File: config.mk
export PLATFORM = sky130hd
export DESIGN_NAME = fragment_reassembly_varint_length_top
export DESIGN_NICKNAME = d
export VERILOG_FILES = /design/src/rtl/frvl_pkg.sv /design/src/rtl/frvl_core.sv /design/src/rtl/fragment_reassembly_varint_length_top.sv
export SDC_FILE = /design/constraint.sdc
export NUM_CORES = 1
export LEC_CHECK = 0
export ABC_CLOCK_PERIOD_IN_PS = 6450
export BUFFER_PORTS_ARGS = -buffer_cell sky130_fd_sc_hd__buf_2
export CAP_MARGIN = 5
export CORE_MARGIN = 2
export CORE_UTILIZATION = 40
export DETAILED_ROUTE_END_ITERATION = 8
export PLACE_DENSITY = 0.61
export SYNTH_ARGS = -nofsm -noshare
export SYNTH_HDL_FRONTEND = slang
export SYNTH_SLANG_ARGS = --single-unit
File: constraint.sdc
create_clock -name aclk -period 6.45 [get_ports aclk]
set_input_delay 0.645 -clock aclk [delete_from_list [all_inputs] [get_ports aclk]]
set_output_delay 0.645 -clock aclk [all_outputs]
set_load 0.01 [all_outputs]
File: src/rtl/frvl_pkg.sv
// Package: types and constants for the fragment reassembly block with base-128 length.
package frvl_pkg;

    localparam int LENGTH_BITS = 32;
    localparam int COUNT_BITS  = 32;
    localparam int SHIFT_BITS  = 6;

    localparam logic [7:0]            LEN_DATA_MASK = 8'h7F;
    localparam logic [SHIFT_BITS:0]   SHIFT_STEP    = 7'd7;
    localparam logic [SHIFT_BITS-1:0] SHIFT_MAX     = 6'd63;

    typedef enum logic [2:0] {
        PH_IDLE = 3'd0,
        PH_LEN  = 3'd1,
        PH_VER  = 3'd2,
        PH_DATA = 3'd3,
        PH_SKIP = 3'd4
    } phase_t;

    typedef struct packed {
        logic [7:0] pkt_byte;
        logic       packet_first;
        logic       packet_last;
    } in_t;

    typedef struct packed {
        logic [7:0]            payload_byte;
        logic                  payload_valid;
        logic                  message_done;
        logic [COUNT_BITS-1:0] collected_total;
    } out_t;

endpackage

File: src/rtl/frvl_core.sv
// Reassembly state: packet phase, length decode, byte count and per-byte result.
module frvl_core (
    input  logic           aclk,
    input  logic           aresetn,
    input  logic           in_fire,
    input  frvl_pkg::in_t  in_item,
    output frvl_pkg::out_t result
);

    frvl_pkg::phase_t                     phase_reg, phase_next;
    logic                                 collecting_reg, collecting_next;
    logic [frvl_pkg::LENGTH_BITS-1:0]     exp_len_reg, exp_len_next;
    logic [frvl_pkg::SHIFT_BITS-1:0]      shift_reg, shift_next;
    logic [frvl_pkg::COUNT_BITS-1:0]      count_reg, count_next;

    logic                                 accepted;
    logic [frvl_pkg::LENGTH_BITS+6:0]     len_part;
    logic [frvl_pkg::SHIFT_BITS:0]        shift_sum;
    logic                                 done;

    // Next packet phase
    always_comb begin
        phase_next = phase_reg;
        if (in_item.packet_first) begin
            if (in_item.packet_last) begin
                phase_next = frvl_pkg::PH_IDLE;
            end else if (in_item.pkt_byte == 8'd0) begin
                phase_next = frvl_pkg::PH_LEN;
            end else if (collecting_reg) begin
                phase_next = frvl_pkg::PH_DATA;
            end else begin
                phase_next = frvl_pkg::PH_SKIP;
            end
        end else begin
            case (phase_reg)
                frvl_pkg::PH_LEN: begin
                    if (!in_item.pkt_byte[7]) begin
                        phase_next = frvl_pkg::PH_VER;
                    end
                end
                frvl_pkg::PH_VER: begin
                    phase_next = frvl_pkg::PH_DATA;
                end
                default: begin
                    phase_next = phase_reg;
                end
            endcase
            if (in_item.packet_last) begin
                phase_next = frvl_pkg::PH_IDLE;
            end
        end
    end

    // Datapath and result
    always_comb begin
        collecting_next = collecting_reg;
        exp_len_next    = exp_len_reg;
        shift_next      = shift_reg;
        count_next      = count_reg;
        accepted        = 1'b0;
        done            = 1'b0;
        result          = '0;
        len_part        = {{(frvl_pkg::LENGTH_BITS){1'b0}},
                           in_item.pkt_byte[6:0] & frvl_pkg::LEN_DATA_MASK[6:0]} << shift_reg;
        shift_sum       = {1'b0, shift_reg} + frvl_pkg::SHIFT_STEP;

        if (in_item.packet_first) begin
            if (!in_item.packet_last && in_item.pkt_byte == 8'd0) begin
                collecting_next = 1'b1;
                count_next      = '0;
                exp_len_next    = '0;
                shift_next      = '0;
            end
        end else begin
            case (phase_reg)
                frvl_pkg::PH_LEN: begin
                    // drop length bits that land beyond the length register
                    if ({1'b0, shift_reg} < 7'(frvl_pkg::LENGTH_BITS)) begin
                        exp_len_next = exp_len_reg | len_part[frvl_pkg::LENGTH_BITS-1:0];
                    end
                    shift_next = shift_sum[frvl_pkg::SHIFT_BITS] ?
                                 frvl_pkg::SHIFT_MAX : shift_sum[frvl_pkg::SHIFT_BITS-1:0];
                    accepted = 1'b1;
                end
                frvl_pkg::PH_VER: begin
                    accepted = 1'b1;
                end
                frvl_pkg::PH_DATA: begin
                    result.payload_byte  = in_item.pkt_byte;
                    result.payload_valid = 1'b1;
                    if (count_reg != '1) begin
                        count_next = count_reg + 1'b1;
                    end
                    accepted = 1'b1;
                end
                default: begin
                    accepted = 1'b0;
                end
            endcase
            if (in_item.packet_last && accepted && exp_len_next != '0 &&
                count_next >= frvl_pkg::COUNT_BITS'(exp_len_next)) begin
                done            = 1'b1;
                collecting_next = 1'b0;
            end
        end

        result.message_done    = done;
        result.collected_total = count_next;
    end

    always_ff @(posedge aclk) begin
        if (!aresetn) begin
            phase_reg      <= frvl_pkg::PH_IDLE;
            collecting_reg <= 1'b0;
            exp_len_reg    <= '0;
            shift_reg      <= '0;
            count_reg      <= '0;
        end else if (in_fire) begin
            phase_reg      <= phase_next;
            collecting_reg <= collecting_next;
            exp_len_reg    <= exp_len_next;
            shift_reg      <= shift_next;
            count_reg      <= count_next;
        end
    end

endmodule

File: src/rtl/fragment_reassembly_varint_length_top.sv
// Top level: byte-stream fragment reassembly with base-128 length prefix.
//
//   channel  dir  payload                       handshake
//   s_       in   in_t  (byte, first, last)     s_valid / s_ready
//   m_       out  out_t (byte, valid, done, cnt) m_valid / m_ready
//
// Each accepted byte updates the state in the same cycle and yields one result
// transaction in the output register on the next cycle: one byte per cycle.
// Throughput is set by the single output register; s_ready is high whenever
// it is empty or being drained. Reset (aresetn low, synchronous) clears the
// state and the output valid. A stall on m_ready holds the result and s_ready.
module fragment_reassembly_varint_length_top (
    input  logic           aclk,
    input  logic           aresetn,
    input  logic           s_valid,
    output logic           s_ready,
    input  frvl_pkg::in_t  s_data,
    output logic           m_valid,
    input  logic           m_ready,
    output frvl_pkg::out_t m_data
);

    logic           in_fire;
    frvl_pkg::out_t result;
    frvl_pkg::out_t out_reg;
    logic           out_valid_reg;

    assign s_ready = !out_valid_reg || m_ready;
    assign in_fire = s_valid && s_ready;

    frvl_core u_core (
        .aclk    (aclk),
        .aresetn (aresetn),
        .in_fire (in_fire),
        .in_item (s_data),
        .result  (result)
    );

    always_ff @(posedge aclk) begin
        if (!aresetn) begin
            out_valid_reg <= 1'b0;
        end else if (in_fire) begin
            out_valid_reg <= 1'b1;
        end else if (m_ready) begin
            out_valid_reg <= 1'b0;
        end
    end

    // hold the result until the transaction completes
    always_ff @(posedge aclk) begin
        if (in_fire) begin
            out_reg <= result;
        end
    end

    assign m_valid = out_valid_reg;
    assign m_data  = out_reg;

endmodule

### Word level (Yosys, flattened, before mapping)

Cells that the tools add are included.

| word-level totals | value |
|---|---|
| register bits | 117 |
| bits in writable memories | 0 |
| output and inout bits | 44 |
| memories | 0 |
| latch bits | 0 |
| bits in read-only memories | 0 |
| bits of input ports | 14 |

| operators by class | value |
|---|---|
| shift operators | 1 |
| reduce and logical (&&, ||, !) cells | 20 |
| div/mod/pow operators | 0 |
| muxes and demuxes | 30 |
| equal/unequal tests | 6 |
| $add $sub $neg | 2 |
| multipliers | 0 |
| bitwise logic cells | 2 |
| magnitude comparators | 2 |

Operator list:

| kind | number |
|---|---|
| two-way mux 32 bit | 10 |
| adder 32 x 1 -> 32 bit (second input constant) | 1 |
| greater-or-equal comparator 32 bit | 1 |
| inequality test 32 bit (second input constant) | 1 |
| OR 32 bit | 1 |
| nonzero test 32 bit | 1 |
| << shifter 7 x 6 -> 32 bit | 1 |
| two-way mux 6 bit | 4 |
| two-way mux 3 bit | 6 |
| two-way mux 1 bit | 9 |
| AND reduction 3 bit | 3 |
| zero test 8 bit | 1 |
| adder 6 x 3 -> 7 bit (second input constant) | 1 |
| == test 3 x 2 -> 1 bit (second input constant) | 2 |
| < comparator 6 bit (second input constant) | 1 |
| case mux 3 bit (2 select lines) | 1 |
| nonzero test 2 bit | 3 |
| logical AND 1 bit | 5 |
| inequality test 4 bit (second input constant) | 1 |
| nonzero test 4 bit | 1 |
| == test 3 x 1 -> 1 bit (second input constant) | 1 |
| OR reduction 3 bit | 1 |
| zero test 1 bit | 2 |
| inequality test 2 x 1 -> 1 bit (second input constant) | 1 |
| 4 further kinds | 4 |

### Logic depth before layout (Yosys ltp)

| logic depth | value |
|---|---|
| depth after elaboration | 10 |
| depth in mapped cells | 16 |
| gate-level depth less buffers | 16 |

### Cells and area by module

A second synthesis with hierarchy kept.

| unflattened totals | value |
|---|---|
| cell total of the unflattened synthesis | 830 |
| area total of the unflattened synthesis | 7200.7 µm² |

By module, submodules not included:

| module | sequential area each (µm²) | instances | area each (µm²) | cells each |
|---|---|---|---|---|
| frvl_core | 1481.4 | 1 | 5881.9 | 783 |
| fragment_reassembly_varint_length_top | 1281.2 | 1 | 1318.8 | 47 |

### Least setup slack after synthesis

OpenSTA, ideal clock, no wires.

| timing | value |
|---|---|
| path kind | register to register |
| start | reg u_core.count_reg[24] in the netlist's numbering |
| end | reg out_reg, in the netlist m_data[32] (data pin) |
| stages on the path, launching flop included | 16 |
| path slack | 2902 ps |
| path buffers | 1 |
| arrival time | 3292 ps |
| cells stage by stage | dfxtp_1 > clkbuf_1 > nand3_1 > or3_1 > o31ai_1 > nor2_1 > nand2_1 > xnor2_1 > ha_1 > a21o_1 > a21o_1 > a221oi_1 > o311ai_0 > nand2_1 > o21ai_0 > and3b_1 |

| on the way | value |
|---|---|
| word-level cells in the longest chain between the ends | 7 |

Ends and longest elaborated chain:

| element | RTL line | RTL |
|---|---|---|
| start, declared | frvl_core.sv:14 | `logic [frvl_pkg::COUNT_BITS-1:0] count_reg, count_next;` |
| start signal, assigned | frvl_core.sv:123 | `count_reg <= count_next;` |
| adder 32 x 1 -> 32 bit or inequality test 32 bit (tied branches) | frvl_core.sv:92, frvl_core.sv:91 |  |
| two-way mux 32 bit | frvl_core.sv:91 | `if (count_reg != '1) begin` |
| two-way mux 32 bit * | frvl_core.sv:75 | `case (phase_reg)` |
| two-way mux 32 bit * | frvl_core.sv:67 | `if (in_item.packet_first) begin` |
| greater-or-equal comparator 32 bit * | frvl_core.sv:101 | `count_next >= frvl_pkg::COUNT_BITS'(exp_len_next)) begin` |
| logical AND 1 bit * | frvl_core.sv:100 | `if (in_item.packet_last && accepted && exp_len_next != '0 &&` |
| two-way mux 1 bit * | frvl_core.sv:100 |  |
| end signal, assigned | fragment_reassembly_varint_length_top.sv:52 | `out_reg <= result;` |
| end, declared | fragment_reassembly_varint_length_top.sv:25 | `frvl_pkg::out_t out_reg;` |

Every way passes the cells marked *; elsewhere a longest branch is shown, timed or not. The select of a mux whose other input is x is not followed.
A chain may end at the register's enable or synchronous reset.

### Worst setup path in the final report

| timing | value |
|---|---|
| start | reg u_core.count_reg[10] in the netlist's numbering |
| end | reg out_reg, in the netlist m_data[32] (data pin) |

The elaborated chain is that of the path after synthesis.

==> run_results.csv <==
group,metric,value,unit
placed_design,place_ws,2320,ps
sta,setup_tns,0,ps
sta,rsz0062_at_grt,"no",
setup_path,reg2reg_slack,2240,ps
setup_path,cpMaxStageDelayCell,"or4_4",
global_routing,grt_overflow,0,
sta,max_freq,238,MHz
global_routing,grt_pass1_wl,32700,um
clocking,cts_buffers,17,
sta,finClkSkew,12.1,ps
pwr,p_per_area,232,nW/um2
floorplan,design.core.area,17800,um2
cells_and_area,final_util,0.459,
sta,fin_ws,2240,ps
placed_design,port_buffers,57,
setup_path,cp_slowest_stage_delay,600,ps
clocking,cts.sinks,117,
floorplan,die_x,138,um
cells_and_area,layout.cells.non_filler,1086,
setup_path,path_max_fanout,12,
detailed_routing,vias,6380,
cells_and_area,multi_input_area,4090,um2
hold_path,worstHoldEndpoint,"u_core.exp_len_reg[21]",
logic_synthesis,synth-edff-count,42,
sta,setup_viol,0,
logic_synthesis,syn_nets,861,
clocking,ctsHoldBuffers,0,
logic_synthesis,yosysWarnings,0,
sta,hold_viol,0,
floorplan,start_util,0.404,
flow_run,max_cap_violations,0,
clocking,clock_tree.root_cell,"clkbuf_16",
pwr,p_leak,3.19,nW
detailed_routing,postRouteAntennaNets,0,
run_status,outcome,"complete, no violations",
clocking,ctsLongestPathBuffers,2,
detailed_routing,viasPerCell,5.87,
sta,slew_violations,0,
clocking,clock_latency,430,ps
global_routing,grt_max_degree,37,
floorplan,dieArea,19100,um2
hold_path,hp-class,"flip-flop to flip-flop",
setup_path,cp_top_family,"simple AND/OR/NAND/NOR gates",
logic_synthesis,ys.flop_type,"dfxtp_1",
setup_path,cp.required,6640,ps
setup_path,worst_ep_arrival_time,4400,ps
sta,hold_ws,468,ps
cells_and_area,fin_nets,892,
logic_synthesis,syn-cell-area,7190,um2
global_routing,antenna_found_initial,0,
logic_synthesis,ys_seq_elements,117,
detailed_routing,first_iter_violations,617,
placed_design,routabilityCongestion,0.912,
setup_path,r2r_cells,13,
placed_design,dp_cells,1054,
floorplan,die_h,138,um
logic_synthesis,synth_area_per_cell,8.84,um2
logic_synthesis,synth-seq-area-share,0.384,
setup_path,critPathBufInv,0,
cells_and_area,area_delta_synth_final,13.6,%
clocking,cts_resized,0,
sta,timing.final.crit_share,0.652,
detailed_routing,drt-total-wl,20200,um
floorplan,rows,49,
setup_path,critPathKind,"flip-flop to flip-flop",
clocking,htree_levels,4,
pwr,ir_drop,0.188,mV
logic_synthesis,synthCells,813,
cells_and_area,layout_common_cells,"dfxtp_1 (75), nor2_1 (72), a21oi_1 (71), buf_2 (57), nand2_1 (55)",
hold_path,hp-start,"u_core.exp_len_reg[21]",
hold_path,holdPathStages,2,
setup_path,reg2reg_from,"u_core.count_reg[10]",
cells_and_area,final-seq-area,2760,um2
logic_synthesis,async_reset_ff_frac,0,
sta,min_period,4210,ps
placed_design,place_hpwl,14200,um
global_routing,grt_util_all_layers,0.215,
clocking,tritoncts,"done",
cells_and_area,layout-drive-gt1-share,0.153,
floorplan,io_pins,58,
cells_and_area,n_antenna_cell,0,
detailed_routing,routedWlPerCell,18.6,um
sta,slew_headroom,0.229,
sta,worst_pin_slew,1150,ps
setup_path,path_cells,"nand4_2, or4_4, nor4_4, a21oi_1, and3_1, xor2_1, ha_1, a211o_1, a31oi_1, o311ai_0, a21oi_1, o21ai_0, and3b_1",
cells_and_area,final_common_cell,"dfxtp_1",
logic_synthesis,synth_cell_types,76,
clocking,post-cts-setup-buffers,0,
global_routing,first_global_vias,5884,
setup_path,timing.rr.end,"m_data[32]",
setup_path,start_kind,"flip-flop",
cells_and_area,largest_reg_flops,42,
setup_path,cp_common_cell,"a21oi_1",
setup_path,end_kind,"flip-flop",
clocking,clk_pin_slew,60,ps
cells_and_area,num-fill-cells,1751,
detailed_routing,first_pass_iters,5,
detailed_routing,drc_errors,0,
cells by family after synthesis:
kind of cell | Yosys count | synth area share
adder cells (fa/ha/maj) | 34 | 0.0592
AND/OR/NAND/NOR | 293 | 0.218
flip-flops | 117 | 0.384
multiplexers | 20 | 0.0345
AO/OA/AOI/OAI | 243 | 0.219
buffers and inverters | 77 | 0.0491
XOR/XNOR | 29 | 0.0353
layout make-up:
| class | instances | share of cell area |
|---|---|---|
| multi-input combinational | 619 | 0.500 |
| sequential | 117 | 0.338 |
| timing repair buffer | 65 | 0.0423 |
| clock inverter | 12 | 0.0196 |
| tap | 229 | 0.0351 |
| inverter | 24 | 0.0110 |
| clock buffer | 20 | 0.0535 |
per-stage QoR:
stage	total power, mW	cell area [um2]
final	1.90	8170
after global routing	1.95	8170
after CTS	1.91	8170
after detailed placement	0.924	7570
after global placement	0.924	7570
after floorplan	0.878	7190
power by group:
group / switching [mW] / internal (mW)
Sequential: 0.00681 / 0.778
Clock: 0.347 / 0.639
Combinational: 0.0872 / 0.0379
how the worst max path moves through the flow:
| stage | from | cells after the start | slack, ps | to |
|---|---|---|---|---|
| 6_report | u_core.count_reg[10] | 13 | 2240 | m_data[32] |
| 5_1_grt | u_core.count_reg[10] | 13 | 1960 | m_data[32] |
| 4_1_cts | u_core.count_reg[10] | 13 | 2310 | m_data[32] |
| 3_5_place_dp | u_core.count_reg[10] | 13 | 2320 | m_data[32] |
| 3_3_place_gp | u_core.count_reg[10] | 13 | 2420 | m_data[32] |
| 2_1_floorplan | u_core.count_reg[24] | 15 | 2900 | m_data[32] |
synthesized netlist by cell type, drive strengths merged (2+ instances only):
master  count  area (um2)
mux2        8        90.1
nor2       73         277
a221oi      4        35.0
clkbuf     35         161
a21o        9        67.6
mux2i       9        90.1
xnor2      17         149
inv        24        90.1
or3b        2        17.5
or3         5        31.3
mux4        3        67.6
nor2b      10        62.6
xor2       12         105
a21oi      72         364
o32ai       3        26.3
a21boi      4        30.0
nand4      16         106
nor3b       9        67.6
edfxtp     42        1260
and4        5        43.8
nand3      21         105
buf        18         101
a31oi      21         131
nand3b      5        37.5
o21bai      2        15.0
nand2b     10        62.6
and3        8        56.3
o311ai      3        26.3
o21ai      54         270
nor3       33         165
or2         5        31.3
o221a       4        45.0
a41oi       2        17.5
nor4       11         120
dfxtp      75        1500
a31o        3        26.3
o211ai      8        60.1
o21a        2        15.0
a22o       31         272
o31ai       8        60.1
ha         34         425
and2       19         120
a211o       2        17.5
nand2      55         206
tightest hold or removal path: cells and delay by family, from the launching register on:
family          cells  cell delay [ps]
flops               1              320
compound gates      1               40
simple gates        1               70
metal layers:
metal	track usage	vias to the layer above	wire length (um)
met3	0.0440	37	1140
met1	0.297	3024	9430
met2	0.331	214	9040
met5	0	-	0
li1	-	3105	-
met4	0.0843	0	544
No activity file was read; power rests on OpenSTA's default activity.
